$ cat src/hw/rtl/slp_pkg.sv
// shared types, constants and digit helpers for the sensor line parser
`default_nettype none

package slp_pkg;

  localparam int FieldLen = 5;

  localparam logic [7:0] NewlineByte = 8'h0A;
  localparam logic [7:0] AsciiZero   = 8'h30;
  localparam logic [7:0] AsciiNine   = 8'h39;

  localparam logic [4:0] PosLimit  = 5'd24;
  localparam logic [4:0] HumStart  = 5'd3;
  localparam logic [4:0] TempStart = 5'd11;
  localparam logic [4:0] Co2Start  = 5'd19;

  typedef logic [7:0] char_t;
  typedef logic [FieldLen-1:0][7:0] field_t;

  typedef struct packed {
    logic [16:0]        co2_ppm;
    logic signed [14:0] temperature;
    logic [13:0]        humidity;
    logic               format_error;
  } result_t;

  function automatic logic is_digit(input char_t b);
    return (b >= AsciiZero) && (b <= AsciiNine);
  endfunction

  function automatic logic [3:0] digit_val(input char_t b);
    char_t t;
    t = b - AsciiZero;
    return t[3:0];
  endfunction

  function automatic logic field_ok(input field_t f);
    logic ok;
    ok = 1'b1;
    for (int i = 0; i < FieldLen; i++) begin
      ok = ok & is_digit(f[i]);
    end
    return ok;
  endfunction

  // leading four digits of a field, i.e. the field value divided by ten
  function automatic logic [13:0] upper_four(input field_t f);
    return 14'(digit_val(f[0])) * 14'd1000
         + 14'(digit_val(f[1])) * 14'd100
         + 14'(digit_val(f[2])) * 14'd10
         + 14'(digit_val(f[3]));
  endfunction

endpackage

`default_nettype wire

$ cat src/hw/rtl/slp_decode.sv
// decodes the three stored five-digit fields into one result
`default_nettype none

module slp_decode (
  input  slp_pkg::field_t  hum,
  input  slp_pkg::field_t  tmp,
  input  slp_pkg::field_t  co2,
  output slp_pkg::result_t res
);

  logic               ok;
  logic [16:0]        co2_v;
  logic [13:0]        hum_q;
  logic [13:0]        tmp_q;
  logic [3:0]         tmp_r;
  logic signed [14:0] tmp_v;

  assign ok = slp_pkg::field_ok(hum) & slp_pkg::field_ok(tmp) & slp_pkg::field_ok(co2);

  assign co2_v = 17'(slp_pkg::digit_val(co2[0])) * 17'd10000
               + 17'(slp_pkg::digit_val(co2[1])) * 17'd1000
               + 17'(slp_pkg::digit_val(co2[2])) * 17'd100
               + 17'(slp_pkg::digit_val(co2[3])) * 17'd10
               + 17'(slp_pkg::digit_val(co2[4]));

  assign hum_q = slp_pkg::upper_four(hum);
  assign tmp_q = slp_pkg::upper_four(tmp);
  assign tmp_r = slp_pkg::digit_val(tmp[4]);

  // (raw - 1000) / 10 toward zero: below 1000 a nonzero last digit rounds up by one
  always_comb begin
    tmp_v = $signed({1'b0, tmp_q}) - 15'sd100;
    if ((tmp_q < 14'd100) && (tmp_r != 4'd0)) begin
      tmp_v = tmp_v + 15'sd1;
    end
  end

  always_comb begin
    if (ok) begin
      res.co2_ppm      = co2_v;
      res.temperature  = tmp_v;
      res.humidity     = hum_q;
      res.format_error = 1'b0;
    end else begin
      res.co2_ppm      = '0;
      res.temperature  = '0;
      res.humidity     = '0;
      res.format_error = 1'b1;
    end
  end

endmodule

`default_nettype wire

$ cat src/hw/rtl/sensor_line_decimal_field_parser_top.sv
// top level of the sensor report line decimal field parser
//
//   channel  signals                                      transfers on
//   input    in_valid, in_stall, rx_byte                  in_valid & !in_stall
//   output   out_valid, out_stall, co2_ppm, temperature,  out_valid & !out_stall
//            humidity, format_error
//
// one byte per cycle; a byte is held in the input register, then is stored and,
// on a newline, the fields are decoded into the result register as it is stored.
// synchronous reset clears position, flags and sets the stored digits to ascii
// zero. only a newline waits on a held result; other bytes keep flowing while the
// output is stalled.
`default_nettype none

module sensor_line_decimal_field_parser_top (
  input  wire                logic clk,
  input  wire                logic rst,
  input  wire                logic in_valid,
  output logic               in_stall,
  input  wire                logic [7:0] rx_byte,
  output logic               out_valid,
  input  wire                logic out_stall,
  output logic [16:0]        co2_ppm,
  output logic signed [14:0] temperature,
  output logic [13:0]        humidity,
  output logic               format_error
);

  logic              s1_valid;
  slp_pkg::char_t    s1_byte;
  logic [4:0]        pos;
  slp_pkg::field_t   hum;
  slp_pkg::field_t   tmp;
  slp_pkg::field_t   co2;
  slp_pkg::field_t   hum_next;
  slp_pkg::field_t   tmp_next;
  slp_pkg::field_t   co2_next;
  slp_pkg::result_t  dec;
  logic              is_nl;
  logic              out_free;
  logic              adv;

  assign is_nl    = (s1_byte == slp_pkg::NewlineByte);
  assign out_free = !out_valid || !out_stall;
  assign adv      = s1_valid && (!is_nl || out_free);
  assign in_stall = s1_valid && !adv;

  always_comb begin
    hum_next = hum;
    tmp_next = tmp;
    co2_next = co2;
    for (int i = 0; i < slp_pkg::FieldLen; i++) begin
      if (pos == slp_pkg::HumStart + 5'(i)) begin
        hum_next[i] = s1_byte;
      end
      if (pos == slp_pkg::TempStart + 5'(i)) begin
        tmp_next[i] = s1_byte;
      end
      if (pos == slp_pkg::Co2Start + 5'(i)) begin
        co2_next[i] = s1_byte;
      end
    end
  end

  slp_decode u_decode (
    .hum (hum_next),
    .tmp (tmp_next),
    .co2 (co2_next),
    .res (dec)
  );

  always_ff @(posedge clk) begin
    if (rst) begin
      s1_valid <= 1'b0;
    end else if (!in_stall) begin
      s1_valid <= in_valid;
    end
    if (in_valid && !in_stall) begin
      s1_byte <= rx_byte;
    end
  end

  always_ff @(posedge clk) begin
    if (rst) begin
      pos <= '0;
      hum <= {slp_pkg::FieldLen{slp_pkg::AsciiZero}};
      tmp <= {slp_pkg::FieldLen{slp_pkg::AsciiZero}};
      co2 <= {slp_pkg::FieldLen{slp_pkg::AsciiZero}};
    end else if (adv) begin
      hum <= hum_next;
      tmp <= tmp_next;
      co2 <= co2_next;
      if (is_nl) begin
        pos <= '0;
      end else if (pos < slp_pkg::PosLimit) begin
        pos <= pos + 5'd1;
      end
    end
  end

  always_ff @(posedge clk) begin
    if (rst) begin
      out_valid <= 1'b0;
    end else if (adv && is_nl) begin
      out_valid <= 1'b1;
    end else if (!out_stall) begin
      out_valid <= 1'b0;
    end
    if (adv && is_nl) begin
      co2_ppm      <= dec.co2_ppm;
      temperature  <= dec.temperature;
      humidity     <= dec.humidity;
      format_error <= dec.format_error;
    end
  end

endmodule

`default_nettype wire

$ cat config.mk
export PLATFORM = sky130hd
export DESIGN_NAME = sensor_line_decimal_field_parser_top
export DESIGN_NICKNAME = d
export VERILOG_FILES = /design/src/hw/rtl/slp_pkg.sv /design/src/hw/rtl/slp_decode.sv /design/src/hw/rtl/sensor_line_decimal_field_parser_top.sv
export SDC_FILE = /design/constraint.sdc
export NUM_CORES = 1
export LEC_CHECK = 0
export CAP_MARGIN = 40
export CORE_MARGIN = 8
export CORE_UTILIZATION = 45
export DETAILED_ROUTE_END_ITERATION = 10
export DONT_BUFFER_PORTS = 1
export GPL_TIMING_DRIVEN = 1
export PLACE_DENSITY = 0.7
export SETUP_SLACK_MARGIN = 0.1
export SKIP_CTS_REPAIR_TIMING = 1
export SLEW_MARGIN = 20
export SYNTH_ARGS = -nofsm -noshare
export SYNTH_HDL_FRONTEND = slang
export SYNTH_SLANG_ARGS = --single-unit
$ cat constraint.sdc
create_clock -name clk -period 7.2 [get_ports clk]
set_input_delay 2.16 -clock clk [delete_from_list [all_inputs] [get_ports clk]]
set_output_delay 2.16 -clock clk [all_outputs]
set_load 0.1 [all_outputs]
==> metrics.cfg <==
[critical_path]
regToRegStartpoint=pos[2]
rrSetupSlack_ps=460
crit_chain=buf_4 > nor2b_4 > nand3_4 > mux2i_2 > inv_1 > ha_1 > ha_1 > inv_1 > fa_1 > fa_1 > inv_1 > ha_1 > ha_1 > o21a_1 > a2111oi_0 > o21ai_0 > a21o_1 > a2111o_1 > a21oi_4 > nand4_1 > o21bai_2 > nor2_1
crit_path_max_fanout=13
crit_required_ps=7390
worst-path-buf-inv=4
crit_type=flop to flop
slowest_delay_ps=640
critical_path.most_common_cell=ha_1
cp_top_family=compound AO/OA/AOI/OAI gates
critical_path.startpoint_type=flop
cp_data_arrival_time_ps=6930
crit_slowest_cell=a2111oi_0
worst_setup_path_end_kind=flop
reg2regPathDepth=22
rr_endpoint=temperature[9]

[synthesis]
ys_seq_elements=181
ys.warnings.count=0
synth_top_flop_cell=dfxtp_1
synth_top_area_cell=dfxtp_1
ys_seq_area_frac=0.295
synth_edf_count=55
syn_nets=1801
netlist.area_leader.share=0.179
ys_types=81
syn_area_per_cell_um2=9.23
synthTopCellsByArea=dfxtp_1 (18%), ha_1 (18%), edfxtp_1 (12%)
postSynthCellCount=1530
async_flop_share=0
syn_area_mm2=0.0141

[route]
antenna_left=0
vias_per_cell=5.55
postRouteWirelength_mm=34.6
drtIter0Drc=692
wire_per_inst_um=17.6
drcViolationCount=0
drtPass1Iterations=5
dr_total_vias=10900

[final_layout]
final_cell_mix=ha_1 (198), inv_1 (156), nor2_1 (148), dfxtp_1 (126), nand2_1 (123)
fin_nets=1828
instances_no_fill=1973
final_common_cell=ha_1
fill_cells=2787
drive_above_1_share=0.106
areaGrowthSynthToFinish_pct=15.6

[floorplan]
io_pins=61
rows=65
die_h_um=193
dieWidth_um=193
start_util=0.452
coreArea_mm2=0.0312
die-area_mm2=0.0373

[worst_hold_path]
whs_path_depth=2
min_from=hum[33]
hold_path_class=flop to flop
min_to=hum[33]

[clock_tree]
cts-buffers-inserted=17
clockBufferDepth=2
cts_root_buf=clkbuf_16
clk_latency_ps=440
clock_sinks=181
clk_pin_slew_ps=80
cts_tree=built
htree_levels=4

[sta]
whs_ps=446
final-max-slew-violation-count=0
setup_ws_ps=462
setup-violations-final=0
clock_skew_ps=15.3
rsz0062_at_grt=false
max_freq_ghz=0.148
period_needed_ps=6740
tightest_slew_ps=900
timing.final.crit_share=0.936
finalSetupTns_ps=0
hold_violations=0
max_slew_margin=0.401

[pwr]
power_density_mw_per_mm2=196
irDropWorstVdd_mv=0.183
power_mw=3.20
leakage_nw=7.75

[outcome]
outcome=complete, no violations

[placed_design]
portBuffers=0
placed_cells=1932
dp_hpwl_mm=26.0
pre_cts_slack_ps=111
place_congestion=0.900

[global_routing]
grt_pass1_vias=11200
grt-ovfl-total=0
grt_pass1_wl_mm=56.8
grt_max_degree=98
antenna_found_initial=2
grt_util_all_layers=0.190

[flow_run]
cap_viol_max_count=0

-- stage by stage --
step                instance area [um^2]  utilization
finish                             16300        0.523
global route                       16300        0.523
detailed placement                 15500        0.496
global placement                   14600        0.467
CTS                                16100        0.516
floorplan                          14100            -
-- report_power, final --
part	total, mW	internal [mW]	switching [mW]
logic	1.08	0.438	0.637
clock network	0.998	0.571	0.427
registers	1.13	1.10	0.0225
total	3.20	2.11	1.09
-- final cells by class --
class	count	area (um^2)	area share
Antenna cell	1	2.50	0.000153
Clock buffer	19	453	0.0277
Clock inverter	13	169	0.0103
Inverter	157	589	0.0361
Multi-Input combinational cell	1119	9120	0.558
Sequential cell	181	4170	0.256
Tap cell	402	503	0.0308
Timing Repair Buffer	81	1330	0.0813
-- cell usage after synthesis, drive strengths merged, types with 4 or more instances --
cell type	instances
ha	200
and2	5
o21bai	11
nor3	32
or3	4
o21a	4
o21ai	32
mux2	11
nor2	149
edfxtp	55
mux2i	62
nand3	36
fa	59
a2111oi	6
nand4	7
or2	8
buf	26
xor2	27
clkbuf	47
and3	4
a21oi	94
nor4	4
nand2	125
a211oi	45
dfxtp	126
a31oi	11
nor3b	5
a21o	19
o211ai	35
xnor2	45
nor2b	14
inv	156
nand2b	10
-- registers in the layout, indices dropped and copies added (netlist names) --
name / flops
hum: 39
temperature: 15
co2: 40
pos: 5
co2_ppm: 17
tmp: 40
s1_valid: 1
humidity: 14
format_error: 1
s1_byte: 8
out_valid: 1
-- worst register-to-register path: stages, from the launching register on --
cell,delay [ps]
dfxtp_1,580
buf_4,290
nor2b_4,230
nand3_4,180
mux2i_2,380
inv_1,80
ha_1,290
ha_1,210
inv_1,80
fa_1,440
fa_1,500
inv_1,40
ha_1,280
ha_1,350
o21a_1,210
a2111oi_0,640
o21ai_0,230
a21o_1,230
a2111o_1,490
a21oi_4,240
nand4_1,200
o21bai_2,250
nor2_1,90
-- how the worst max path moves through the flow --
stage	startpoint	end	slack, ps	cells past startpoint
CTS	pos[0]	temperature[9]	100	27
finish	pos[2]	temperature[9]	460	22
global placement	pos[0]	temperature[14]	430	24
detailed placement	pos[0]	temperature[13]	110	24
floorplan	pos[0]	temperature[14]	710	27
global route	pos[0]	temperature[9]	50	27
-- kinds of logic after synthesis --
logic type,count (synthesis),synth area share
muxes,73,0.0538
xor gates and xnor gates,72,0.0446
buffers and inverters,230,0.0658
and+or+nand+nor,427,0.145
AOI/OAI and AO/OA,288,0.135
adders and majority gates,259,0.261
DFF,181,0.295
-- metal layers --
layer  vias up  share of wire  track usage
met4         2          0.029       0.0678
li1       5334              -            -
met3        70          0.045       0.0349
met1      5268           0.44        0.230
met5         -        0.00038            0
met2       272           0.49        0.335
(Power assumes the default switching activity.)
